$ cat config.mk
export PLATFORM = sky130hd
export DESIGN_NAME = octree_morton_neighbor_finder_unit
export DESIGN_NICKNAME = d
export VERILOG_FILES = /design/src/rtl/omnf_pkg.sv /design/src/rtl/omnf_nbr_calc.sv /design/src/rtl/octree_morton_neighbor_finder_unit.sv
export SDC_FILE = /design/constraint.sdc
export NUM_CORES = 1
export LEC_CHECK = 0
export ABC_AREA = 1
export BUFFER_PORTS_ARGS = -buffer_cell sky130_fd_sc_hd__buf_4
export CELL_PAD_IN_SITES_DETAIL_PLACEMENT = 0
export CELL_PAD_IN_SITES_GLOBAL_PLACEMENT = 1
export CORE_ASPECT_RATIO = 0.7
export CORE_MARGIN = 4
export CORE_UTILIZATION = 47
export CTS_CLUSTER_SIZE = 8
export DETAILED_ROUTE_END_ITERATION = 7
export PLACE_DENSITY = 0.89
export SLEW_MARGIN = 5
export SYNTH_ARGS = -nofsm -noshare
export SYNTH_HDL_FRONTEND = slang
export SYNTH_SLANG_ARGS = --single-unit
$ cat constraint.sdc
create_clock -name clk -period 4.8 [get_ports clk]
set_input_delay 0.48 -clock clk [delete_from_list [all_inputs] [get_ports clk]]
set_output_delay 0.48 -clock clk [all_outputs]
set_load 0.05 [all_outputs]
$ cat src/rtl/omnf_pkg.sv
// ----------------------------------------------------------------------------
// omnf_pkg
// Shared constants and types of the octree Morton neighbor finder.
// ----------------------------------------------------------------------------
package omnf_pkg;

	localparam int KEY_BITS = 30;
	localparam int AXES     = 3;
	localparam int LEVELS   = KEY_BITS / AXES;
	localparam int LVL_W    = 4;
	localparam int AXIS_W   = 2;
	localparam int NUM_RES  = 2 * AXES;

	localparam logic KIND_SIBLING = 1'b0;
	localparam logic KIND_FACE    = 1'b1;

	localparam logic [LVL_W-1:0] LVL_MIN = LVL_W'(1);
	localparam logic [LVL_W-1:0] LVL_MAX = LVL_W'(LEVELS);

	typedef struct packed {
		logic [KEY_BITS-1:0] key;
		logic                kind;
		logic [AXIS_W-1:0]   axis;
	} result_t;

	// key bit of zero-based level lvl0 for axis ax (level 0 is the coarsest)
	function automatic int bit_pos(input int lvl0, input int ax);
		return KEY_BITS - 1 - AXES * lvl0 - ax;
	endfunction

endpackage

$ cat src/rtl/omnf_nbr_calc.sv
// ----------------------------------------------------------------------------
// omnf_nbr_calc
// Builds the sibling and face neighbor keys of one node key at a given level.
// ----------------------------------------------------------------------------
module omnf_nbr_calc
	import omnf_pkg::*;
(
	input  logic [KEY_BITS-1:0] node_key,
	input  logic [LVL_W-1:0]    lvl,
	output result_t             res [NUM_RES],
	output logic [NUM_RES-1:0]  res_vld
);

	logic [LEVELS-1:0] sel;
	logic [LEVELS-1:0] le;
	logic [LEVELS-1:0] lt;

	always_comb begin
		for (int i = 0; i < LEVELS; i++) begin
			sel[i] = (lvl == LVL_W'(i + 1));
			le[i]  = (LVL_W'(i + 1) <= lvl);
			lt[i]  = (LVL_W'(i + 1) < lvl);
		end
	end

	always_comb begin : calc
		logic [LEVELS-1:0]   abits;
		logic [LEVELS-1:0]   flip;
		logic                fine;
		logic                seen;
		logic [KEY_BITS-1:0] sib;
		logic [KEY_BITS-1:0] face;
		for (int a = 0; a < AXES; a++) begin
			for (int i = 0; i < LEVELS; i++) begin
				abits[i] = node_key[bit_pos(i, a)];
			end
			fine = |(abits & sel);
			// scan from fine to coarse, flipping until the first differing level
			seen = 1'b0;
			for (int i = LEVELS - 1; i >= 0; i--) begin
				flip[i] = le[i] && !seen;
				seen    = seen | (lt[i] && (abits[i] ^ fine));
			end
			sib  = node_key;
			face = node_key;
			for (int i = 0; i < LEVELS; i++) begin
				sib[bit_pos(i, a)]  = sib[bit_pos(i, a)] ^ sel[i];
				face[bit_pos(i, a)] = face[bit_pos(i, a)] ^ flip[i];
			end
			res[a]            = '{key: sib, kind: KIND_SIBLING, axis: AXIS_W'(a)};
			res[AXES + a]     = '{key: face, kind: KIND_FACE, axis: AXIS_W'(a)};
			res_vld[a]        = 1'b1;
			// no differing level means domain wall or a single-level tree
			res_vld[AXES + a] = seen;
		end
	end

endmodule

$ cat src/rtl/octree_morton_neighbor_finder_unit.sv
// ----------------------------------------------------------------------------
// octree_morton_neighbor_finder_unit
// Emits the sibling and face neighbor keys of each Morton node key.
// ----------------------------------------------------------------------------
// Input channel node_key_valid/node_key_stall carries one node key per
// transaction. For each key the output channel neighbor_valid/neighbor_stall
// gives three siblings (axes x, y, z) and then the face neighbors that exist,
// in axis order, with last set on the final one: 3 to 6 transactions.
// The user must write tree_level through tree_level_wr/tree_level_data only
// while idle; the block does not enforce it. Values of 0 act as 1 and values above 10 act as 10.
// With a free result bank a taken key passes from the input register into
// the result bank, which then offers its first neighbor.
// Throughput: one neighbor per cycle while neighbor_stall is low; a key
// occupies the result bank until its last neighbor is taken. The input
// register holds the next key meanwhile, so keys can follow back to back.
// Reset clears the input register and the result bank and sets tree_level
// to 1. A stall on the output holds the offered neighbor; once the input
// register is occupied the stall reaches back to node_key_stall.
// ----------------------------------------------------------------------------
module octree_morton_neighbor_finder_unit
	import omnf_pkg::*;
(
	input  logic                clk,
	input  logic                arst_n,
	input  logic                tree_level_wr,
	input  logic [LVL_W-1:0]    tree_level_data,
	input  logic                node_key_valid,
	output logic                node_key_stall,
	input  logic [KEY_BITS-1:0] node_key,
	output logic                neighbor_valid,
	input  logic                neighbor_stall,
	output logic [KEY_BITS-1:0] neighbor_key,
	output logic                neighbor_kind,
	output logic [AXIS_W-1:0]   axis,
	output logic                last
);

	logic [LVL_W-1:0]    level_q;
	logic [LVL_W-1:0]    lvl_eff;
	logic                vld_s1;
	logic [KEY_BITS-1:0] node_key_s1;
	result_t             bank_q [NUM_RES];
	logic [NUM_RES-1:0]  pend_q;
	result_t             calc_res [NUM_RES];
	logic [NUM_RES-1:0]  calc_vld;
	logic [NUM_RES-1:0]  cur_oh;
	logic [NUM_RES-1:0]  rest;
	result_t             cur;
	logic                fire;
	logic                bank_free;
	logic                load;
	logic                in_fire;

	always_ff @(posedge clk or negedge arst_n) begin
		if (!arst_n) begin
			level_q <= LVL_MIN;
		end else if (tree_level_wr) begin
			level_q <= tree_level_data;
		end
	end

	always_comb begin
		if (level_q < LVL_MIN) begin
			lvl_eff = LVL_MIN;
		end else if (level_q > LVL_MAX) begin
			lvl_eff = LVL_MAX;
		end else begin
			lvl_eff = level_q;
		end
	end

	omnf_nbr_calc u_calc (
		.node_key (node_key_s1),
		.lvl      (lvl_eff),
		.res      (calc_res),
		.res_vld  (calc_vld)
	);

	// oldest pending neighbor is the lowest set bit
	assign cur_oh    = pend_q & (~pend_q + NUM_RES'(1));
	assign rest      = pend_q & ~cur_oh;
	assign fire      = (|pend_q) && !neighbor_stall;
	assign bank_free = (pend_q == '0) || (fire && (rest == '0));
	assign load      = vld_s1 && bank_free;

	assign node_key_stall = vld_s1 && !load;
	assign in_fire        = node_key_valid && !node_key_stall;

	always_ff @(posedge clk or negedge arst_n) begin
		if (!arst_n) begin
			vld_s1 <= 1'b0;
		end else if (in_fire) begin
			vld_s1 <= 1'b1;
		end else if (load) begin
			vld_s1 <= 1'b0;
		end
	end

	always_ff @(posedge clk) begin
		if (in_fire) begin
			node_key_s1 <= node_key;
		end
	end

	always_ff @(posedge clk or negedge arst_n) begin
		if (!arst_n) begin
			pend_q <= '0;
		end else if (load) begin
			pend_q <= calc_vld;
		end else if (fire) begin
			pend_q <= rest;
		end
	end

	always_ff @(posedge clk) begin
		if (load) begin
			for (int i = 0; i < NUM_RES; i++) begin
				bank_q[i] <= calc_res[i];
			end
		end
	end

	always_comb begin
		cur = '0;
		for (int i = 0; i < NUM_RES; i++) begin
			if (cur_oh[i]) begin
				cur = bank_q[i];
			end
		end
	end

	assign neighbor_valid = |pend_q;
	assign neighbor_key   = cur.key;
	assign neighbor_kind  = cur.kind;
	assign axis           = cur.axis;
	assign last           = (rest == '0);

endmodule
Word level (Yosys, flattened, before mapping). Memories as Yosys holds them, arrays and structs flattened. Cells that the tools add are included.

Register bits after elaboration: 41. Memory bits (writable): 198. Input bits: 39. Output and inout bits: 36. Memories kept: 1.

Memories: bank_q (words 6, width 33, read ports 6, clocked after Yosys merged registers in 0, write ports 6, line octree_morton_neighbor_finder_unit.sv:42) `result_t bank_q [NUM_RES];`.

$add $sub $neg: 1. Magnitude comparators: 22. Equal/unequal tests: 10. Multiplexer cells: 14. Bitwise operators: 124. Reduce and logical (&&, ||, !) cells: 101.

Operators with widths (number): 2-to-1 mux 33 bit (6); XOR 1 bit (90); logical AND 1 bit (62); AND 10 bit (3); zero test 1 bit (30); OR reduction 10 bit (3); bitwise OR 1 bit (27); == test 4 x 3 -> 1 bit (second input constant) (4); less-or-equal comparator 3 x 4 -> 1 bit (first input constant) (4); < comparator 3 x 4 -> 1 bit (first input constant) (4); AND 6 bit (2); == test 4 bit (second input constant) (3); less-or-equal comparator 4 bit (first input constant) (3); zero test 6 bit (2); < comparator 4 bit (first input constant) (3); 2-to-1 mux 6 bit (2); NOT 6 bit (2); == test 4 x 2 -> 1 bit (second input constant) (2); less-or-equal comparator 2 x 4 -> 1 bit (first input constant) (2); < comparator 2 x 4 -> 1 bit (first input constant) (2); 2-to-1 mux 4 bit (2); adder 6 x 1 -> 6 bit (second input constant) (1); OR reduction 6 bit (1); == test 4 x 1 -> 1 bit (second input constant) (1); other kinds (7) (11).

Depth between registers and ports, before layout. Gate-level depths: netlist of the first run.

Depth in word-level cells: 19. Depth in mapped cells: 19. Depth with buffers taken out: 19.

Cells and area by module. A second synthesis of the first run with hierarchy kept.

Cell total of the unflattened synthesis: 1090. Area total of the unflattened synthesis: 11893.9 um^2.

Modules (own cells, without submodules): octree_morton_neighbor_finder_unit (times used 1, cells each 619, area each 8862.2 um^2, sequential area each 7123.1 um^2); omnf_nbr_calc (times used 1, cells each 471, area each 3031.7 um^2, sequential area each 0.0 um^2).

Worst setup path before layout of the first run. OpenSTA, ideal clock, no wires.

Path kind: flip-flop to flip-flop. Start point: register pend_q[0]. End point: register pend_q[3]. Arrival time: 3.066 ns. Data required time: 4.683 ns. Path slack: 1.616 ns. Stages on the path, launching flop included: 16. Path buffers: 1. Clock period less this slack: 3.184 ns. Cells stage by stage: dfrtp_1 > buf_6 > nor2_8 > nand2_2 > nor2_4 > nand2_2 > nand2_2 > nand3_2 > nor2_2 > nand2_1 > nand2_2 > nand2_4 > inv_2 > a21oi_1 > nand2_1 > nand2_1.

Cells in the longest elaborated chain, start to end: 10. Elaborated cells on any way between the ends: 15.

RTL lines: start: declaration (line octree_morton_neighbor_finder_unit.sv:43) `logic [NUM_RES-1:0] pend_q;`; start signal: assignment (line octree_morton_neighbor_finder_unit.sv:109) `pend_q <= calc_vld;`; start signal: assignment (line octree_morton_neighbor_finder_unit.sv:111) `pend_q <= rest;`; NOT 6 bit (line octree_morton_neighbor_finder_unit.sv:80) `assign cur_oh = pend_q & (~pend_q + NUM_RES'(1));`; adder 6 x 1 -> 6 bit (line octree_morton_neighbor_finder_unit.sv:80); AND 6 bit (line octree_morton_neighbor_finder_unit.sv:80); NOT 6 bit (line octree_morton_neighbor_finder_unit.sv:81) `assign rest = pend_q & ~cur_oh;`; AND 6 bit (*) (line octree_morton_neighbor_finder_unit.sv:81); zero test 6 bit (*); via last (line octree_morton_neighbor_finder_unit.sv:35) `output logic last`; logical AND 1 bit (*) (line octree_morton_neighbor_finder_unit.sv:83) `assign bank_free = (pend_q == '0) || (fire && (rest == '0));`; logical OR 1 bit (*) (line octree_morton_neighbor_finder_unit.sv:83); logical AND 1 bit (*) (line octree_morton_neighbor_finder_unit.sv:84) `assign load = vld_s1 && bank_free;`; via load (line octree_morton_neighbor_finder_unit.sv:51) `logic load;`; 2-to-1 mux 6 bit or nonzero test 2 bit (tied branches).

Mark *: on every way through the listed nets, which the timed path passes. The rest lies on a longest branch. The select of a mux whose other input is x is not followed. A chain may end at the register's enable or synchronous reset.

Worst setup path after layout of the first run.
Start point: register pend_q[0]. End point: output port neighbor_key[14].

Cells in the longest elaborated chain, start to end: 9.

RTL lines: NOT 6 bit (line octree_morton_neighbor_finder_unit.sv:80); adder 6 x 1 -> 6 bit (line octree_morton_neighbor_finder_unit.sv:80); AND 6 bit (*) (line octree_morton_neighbor_finder_unit.sv:80); 2-to-1 mux 33 bit (5 in a row) (line octree_morton_neighbor_finder_unit.sv:126) `if (cur_oh[i]) begin`; 2-to-1 mux 33 bit (*) (line octree_morton_neighbor_finder_unit.sv:126); end: declaration (line octree_morton_neighbor_finder_unit.sv:32) `output logic [KEY_BITS-1:0] neighbor_key,`.

Mark *: on every way between the ends. The rest lies on a longest branch, timed or not.

==> results.yml, run 1 <==
synthesis:
  yosys.area.top_type: "edfxtp_1"
  synth_commonest_cells: "nand2_1 (140), edfxtp_1 (120), nor2_1 (63)"
  ys_warn_count: 0
  synthFlopType: "edfxtp_1"
  syn_area_um2: 6450
  ys_ff_latch: 131
  avgSynthCellArea_um2: 10.6
  synth_async_sr_flop_share_pct: 8.40
  yosysSeqAreaShare_pct: 60.1
  synth_edf_count: 120
  netlist_instances: 610
  synth_area_leaders: "edfxtp_1 (56%), nand2_1 (8.1%), ha_1 (5.8%)"
  synth_nets: 679
  synth_most_common_cell: "nand2_1"
  synth_top_area_share_pct: 55.9
  synth_cell_type_count: 38
placement:
  dp_cells: 863
  dp_hpwl_mm: 11.3
  pre_cts_ws_ps: 1350
  port_buffers: 74
  finalWeightedCongestion: 0.855
clock_network:
  root_buffer: "clkbuf_16"
  clock_sinks: 131
  hold_buffers: 1
  numCtsBuffers: 17
  cts_buffer_depth: 2
  post-cts-setup-buffers: 0
  clk_latency_ps: 420
  cts.clk_slew.worst_paths_ps: 60
  cts_tree: "yes"
  cts-resized-gates: 0
  htree_levels: 4
timing:
  skew_ps: 8.41
  grt_setup_unrepaired: "false"
  fin_ws_ps: 890
  setup_viol: 0
  worst_slew_pin_slew_ps: 932
  drv_slew: 0
  slew_headroom_pct: 37.3
  finalHoldViolations: 0
  min_period_ps: 3910
  post-route-period-util_pct: 81.5
  fin_tns_setup_ps: 0
  fmax_mhz: 256
  timing.hold.ws_ps: 231
floorplan:
  die_x_um: 148
  rows: 35
  die_h_um: 106
  ios: 75
  initial_core_util_pct: 48.5
  die_area_um2: 15700
  core-area_um2: 13300
route:
  detail-route-antenna-nets: 0
  wl_per_cell_um: 17.4
  vias: 4740
  first_pass_iters: 5
  wirelength_mm: 15.6
  viasPerCell: 5.29
  drc: 0
  drt_iter0_drc: 366
hold_path:
  hold_depth: 1
  min_from: "node_key[9]"
  hp-class: "in -> reg"
finish:
  drive_gt1_share_pct: 19.8
  multi_input_area_um2: 2270
  num_antenna_cells: 0
  finalNetCount: 767
  fillers: 1130
  post-route-util_pct: 58.6
  area_growth_pct: 21.0
  finalNonFillerCells: 896
  seq_area_um2: 3880
setup_path:
  worstSetupEndpointType: "output port"
  cp-startpoint: "pend_q[0]"
  crit-reg2reg-launch: "level_q[3]"
  cp_max_fo: 22
  critical_path_required_ps: 4320
  startpoint_type: "register"
  critPathArrivalTime_ps: 3430
  path_class: "reg -> out"
  ff2ff_path_depth: 19
grt:
  grt_pass1_wl_mm: 24.9
  gr-total-overflow: 0
  antenna_found_initial: 0
  grt_pass1_vias: 4756
  track_usage_pct: 20.9
  grt_max_degree: 50
power:
  vdd_ir_drop_max_v: 0.000604
  p_leak_nw: 3.40
  power_density_nw_per_um2: 774
run:
  max_cap_viol_count: 0
outcome:
  status: "complete, no violations"
[power breakdown]
| part | internal, W | switching (W) | total (W) |
|---|---|---|---|
| Combinational | 0.000746 | 0.00200 | 0.00275 |
| Clock | 0.000768 | 0.000513 | 0.00128 |
| Sequential | 0.00179 | 0.000217 | 0.00201 |
| Total | 0.00331 | 0.00273 | 0.00604 |
[layout by cell type, fill, tap and decap left out, drive strengths merged, types with 4 or more instances in the layout]
master / count
a221oi: 7
xor2: 22
clkbuf: 17
edfxtp: 120
o211ai: 11
nor2: 75
inv: 69
nand3b: 5
clkinv: 10
o21ai: 35
nand2: 146
a21oi: 11
ha: 30
xnor2: 4
nand3: 41
dfrtp: 10
buf: 77
[logic make-up after synthesis]
| family | Yosys count | synth area share (%) |
|---|---|---|
| compound gates | 71 | 6.79 |
| buf+inv | 76 | 4.64 |
| fa+ha+maj | 30 | 5.82 |
| simple gates | 275 | 18.9 |
| flops | 131 | 60.1 |
| mux | 1 | 0.175 |
| xor+xnor | 26 | 3.53 |
[stage by stage]
step	area [um2]	power, W
final	7800	0.00604
after global routing	7800	0.00638
after CTS	7800	0.00608
after detailed placement	7210	0.00478
after global placement	7210	0.00474
after floorplan	6450	0.00392
[path summary, 6_finish.rpt]
kind	slack (ps)	endpoint
min in group asynchronous	440	pend_q[2]
max reg2reg	1340	bank_q[5][30]
min reg2reg	500	bank_q[5][14]
max	890	neighbor_key[14]
max in group asynchronous	4130	level_q[0]
min	230	node_key_s1[9]
[layout make-up]
class,count,area share [%]
Tap cell,185,2.97
Multi-Input combinational cell,403,29.1
Clock inverter,15,1.99
Sequential cell,131,49.7
Timing Repair Buffer,78,7.53
Clock buffer,17,5.45
Inverter,67,3.24
[worst max-delay path, stage by stage, from the launching register on]
cell and delay (ps):
dfrtp_1 870, nor2_8 90, nand2_2 120, nor2_4 50, nand2_1 490, inv_1 170, nor3_2 730, o211ai_1 220
buf_4 250
[per-layer routing]
metal	track usage, %	wire length [um]	vias up
li1	-	-	2268
met1	28.7	7200	2260
met2	32.4	7050	175
met3	4.69	1000	37
met4	8.24	379	0
met5	0	0	-
[state kept, by name (all words and copies together) (netlist names)]
signal and flops:
vld_s1 1, bank_q 90, pend_q 6, node_key_s1 30
level_q 4
Power figures use the tool's default switching activity.
==> run 2, diff against run 1 <==
--- a/config.mk
+++ b/config.mk
@@ -11,10 +11,10 @@
 export CELL_PAD_IN_SITES_GLOBAL_PLACEMENT = 1
 export CORE_ASPECT_RATIO = 0.7
 export CORE_MARGIN = 4
-export CORE_UTILIZATION = 47
+export CORE_UTILIZATION = 46
 export CTS_CLUSTER_SIZE = 8
 export DETAILED_ROUTE_END_ITERATION = 7
-export PLACE_DENSITY = 0.89
+export PLACE_DENSITY = 0.88
 export SLEW_MARGIN = 5
 export SYNTH_ARGS = -nofsm -noshare
 export SYNTH_HDL_FRONTEND = slang
==> constraint.sdc (replaced) <==
create_clock -name clk -period 4.03 [get_ports clk]
set_input_delay 0.403 -clock clk [delete_from_list [all_inputs] [get_ports clk]]
set_output_delay 0.403 -clock clk [all_outputs]
set_load 0.05 [all_outputs]
==> run 2 against run 1 <==
Total power up 18%. Register-to-register slack worse by 730 ps. Highest routed layer unchanged. Cell count up 0.45%.
==> results.yml, run 2 (same netlist as run 1, synthesis figures left out) <==
clock_network:
  cts.clk_slew.worst_paths_ps: 60
  root_buffer: "clkbuf_16"
  clock_sinks: 131
  htree_levels: 4
  cts_tree: "yes"
  numCtsBuffers: 17
  post-cts-setup-buffers: 0
  clk_latency_ps: 420
  cts_buffer_depth: 2
timing:
  drv_slew: 0
  skew_ps: 13.5
  post-route-period-util_pct: 84.7
  finalHoldViolations: 0
  grt_setup_unrepaired: "false"
  fin_tns_setup_ps: 0
  setup_viol: 0
  min_period_ps: 3420
  fmax_mhz: 293
  slew_headroom_pct: 44.3
  fin_ws_ps: 615
  worst_slew_pin_slew_ps: 836
finish:
  post-route-util_pct: 58.0
  mostFrequentLayoutCells: "nand2_1 (140), edfxtp_1 (120), buf_4 (82), nor2_1 (63), inv_1 (58)"
  num_antenna_cells: 0
  design_area_um2: 7790
  area_growth_pct: 20.8
  drive_gt1_share_pct: 20.4
  top_regs: "bank_q: 90 flops, node_key_s1: 30 flops, pend_q: 6 flops"
  finalNonFillerCells: 900
  seq_area_um2: 3880
  fillers: 1126
  largest_register_ffs: 90
  multi_input_area_um2: 2270
  finalNetCount: 772
  layout_commonest_cell: "nand2_1"
  regMostFlops: "bank_q"
placement:
  port_buffers: 74
  finalWeightedCongestion: 0.915
  pre_cts_ws_ps: 642
  dp_cells: 868
  dp_hpwl_mm: 11.1
  dpl_cell_area_um2: 7250
setup_path:
  worstSetupEndpointType: "register"
  critical_path_required_ps: 4200
  startpoint_type: "register"
  crit-reg2reg-launch: "level_q[3]"
  cp_max_fo: 13
  path_class: "reg -> reg"
  critPathArrivalTime_ps: 3590
  ff2ff_path_depth: 17
  r2r_slack_ps: 610
  critPathCapture: "bank_q[5][27]"
  cp-startpoint: "level_q[3]"
  reg2reg_to: "bank_q[5][27]"
grt:
  track_usage_pct: 20.2
  gr-total-overflow: 0
  grt_pass1_vias: 4628
  grt_pass1_wl_mm: 24.5
  grt_max_degree: 61
  antenna_found_initial: 0
floorplan:
  initial_core_util_pct: 48.0
  ios: 75
  core-area_um2: 13400
  rows: 35
  die_h_um: 107
  die_area_um2: 16000
  die_x_um: 150
route:
  drt_iter0_drc: 334
  viasPerCell: 5.14
  wirelength_mm: 15.4
  first_pass_iters: 5
  drc: 0
  vias: 4625
  wl_per_cell_um: 17.1
  detail-route-antenna-nets: 0
outcome:
  status: "complete, no violations"
power:
  vdd_ir_drop_max_v: 0.000438
  pwr-share-seq_pct: 33.6
  power_density_nw_per_um2: 911
  pwr-share-comb_pct: 46.7
  p_clk_share_pct: 19.7
  p_int_w: 0.00385
  p_sw_share_pct: 45.8
  switchingPower_w: 0.00325
  p_leak_nw: 3.39
run:
  max_cap_viol_count: 0
hold_path:
  hp-class: "in -> reg"
-- run 2: changes by cell type in the layout (fill, tap and decap cells not counted) --
| cell | before | now |
|---|---|---|
| bufinv_16 | 2 | 0 |
| inv_6 | 4 | 5 |
| clkinvlp_4 | 1 | 4 |
| clkinv_1 | 3 | 2 |
| buf_4 | 77 | 82 |
| clkinv_4 | 4 | 2 |
-- run 2: metal layers --
layer / up-vias / part of all wire [%] / global-route usage, %
met4: 0 / 1.2 / 5.49
met3: 20 / 6.6 / 5.37
met2: 164 / 45 / 32.1
met5: - / 0 / 0
li1: 2276 / - / -
met1: 2165 / 47 / 27.5
-- run 2: repair_timing --
action | CTS | global route
hold buffers | 1 | 0
endpoints found under the hold margin | 10 | 0
resized for setup | 0 | 0
-- run 2: final cells by class --
class / instances / area share [%]
clock inverter: 14 / 1.35
inverter: 67 / 3.24
timing repair buffer: 83 / 8.03
clock buffer: 17 / 5.46
multi-input combinational: 403 / 29.2
tap: 185 / 2.97
sequential: 131 / 49.8
-- run 2: worst max-delay path: stages (launching register included) --
cell and delay, ps:
dfrtp_1 550, nor2_2 330, inv_2 160, nor2_1 410, ha_1 240, nor2_1 70
inv_1 70, nor2_2 50, nand2_1 320, nand2_1 90, nand3_1 120, nand2_1 90
nor2_1 130, nand4_1 140, nor2_2 200, nand2_1 80, nand2_1 70, nand2_1 60
-- run 2: stage by stage --
stage / power (W) / hold WS [ps]
after floorplan: 0.00467 / 107
after global placement: 0.00568 / 251
after detailed placement: 0.00574 / 257
after CTS: 0.00715 / 146
after global routing: 0.00750 / 147
final: 0.00710 / 156
-- run 2: how the worst min path moves through the flow --
stage                                  to          from  cells past startpoint
final                      node_key_s1[2]   node_key[2]                      1
after global routing      node_key_s1[18]  node_key[18]                      1
after CTS                 node_key_s1[14]  node_key[14]                      1
after detailed placement        pend_q[2]        arst_n                      1
after global placement             vld_s1        arst_n                      1
after floorplan                level_q[1]        arst_n                      0
-- run 2: power groups by stage --
stage	clock network, W	registers, W	logic [W]
6_report	0.00140	0.00239	0.00332
5_1_grt	0.00148	0.00243	0.00360
2_1_floorplan	0	0.00231	0.00236
3_5_place_dp	0	0.00241	0.00334
4_1_cts	0.00142	0.00239	0.00335
3_3_place_gp	0	0.00239	0.00328
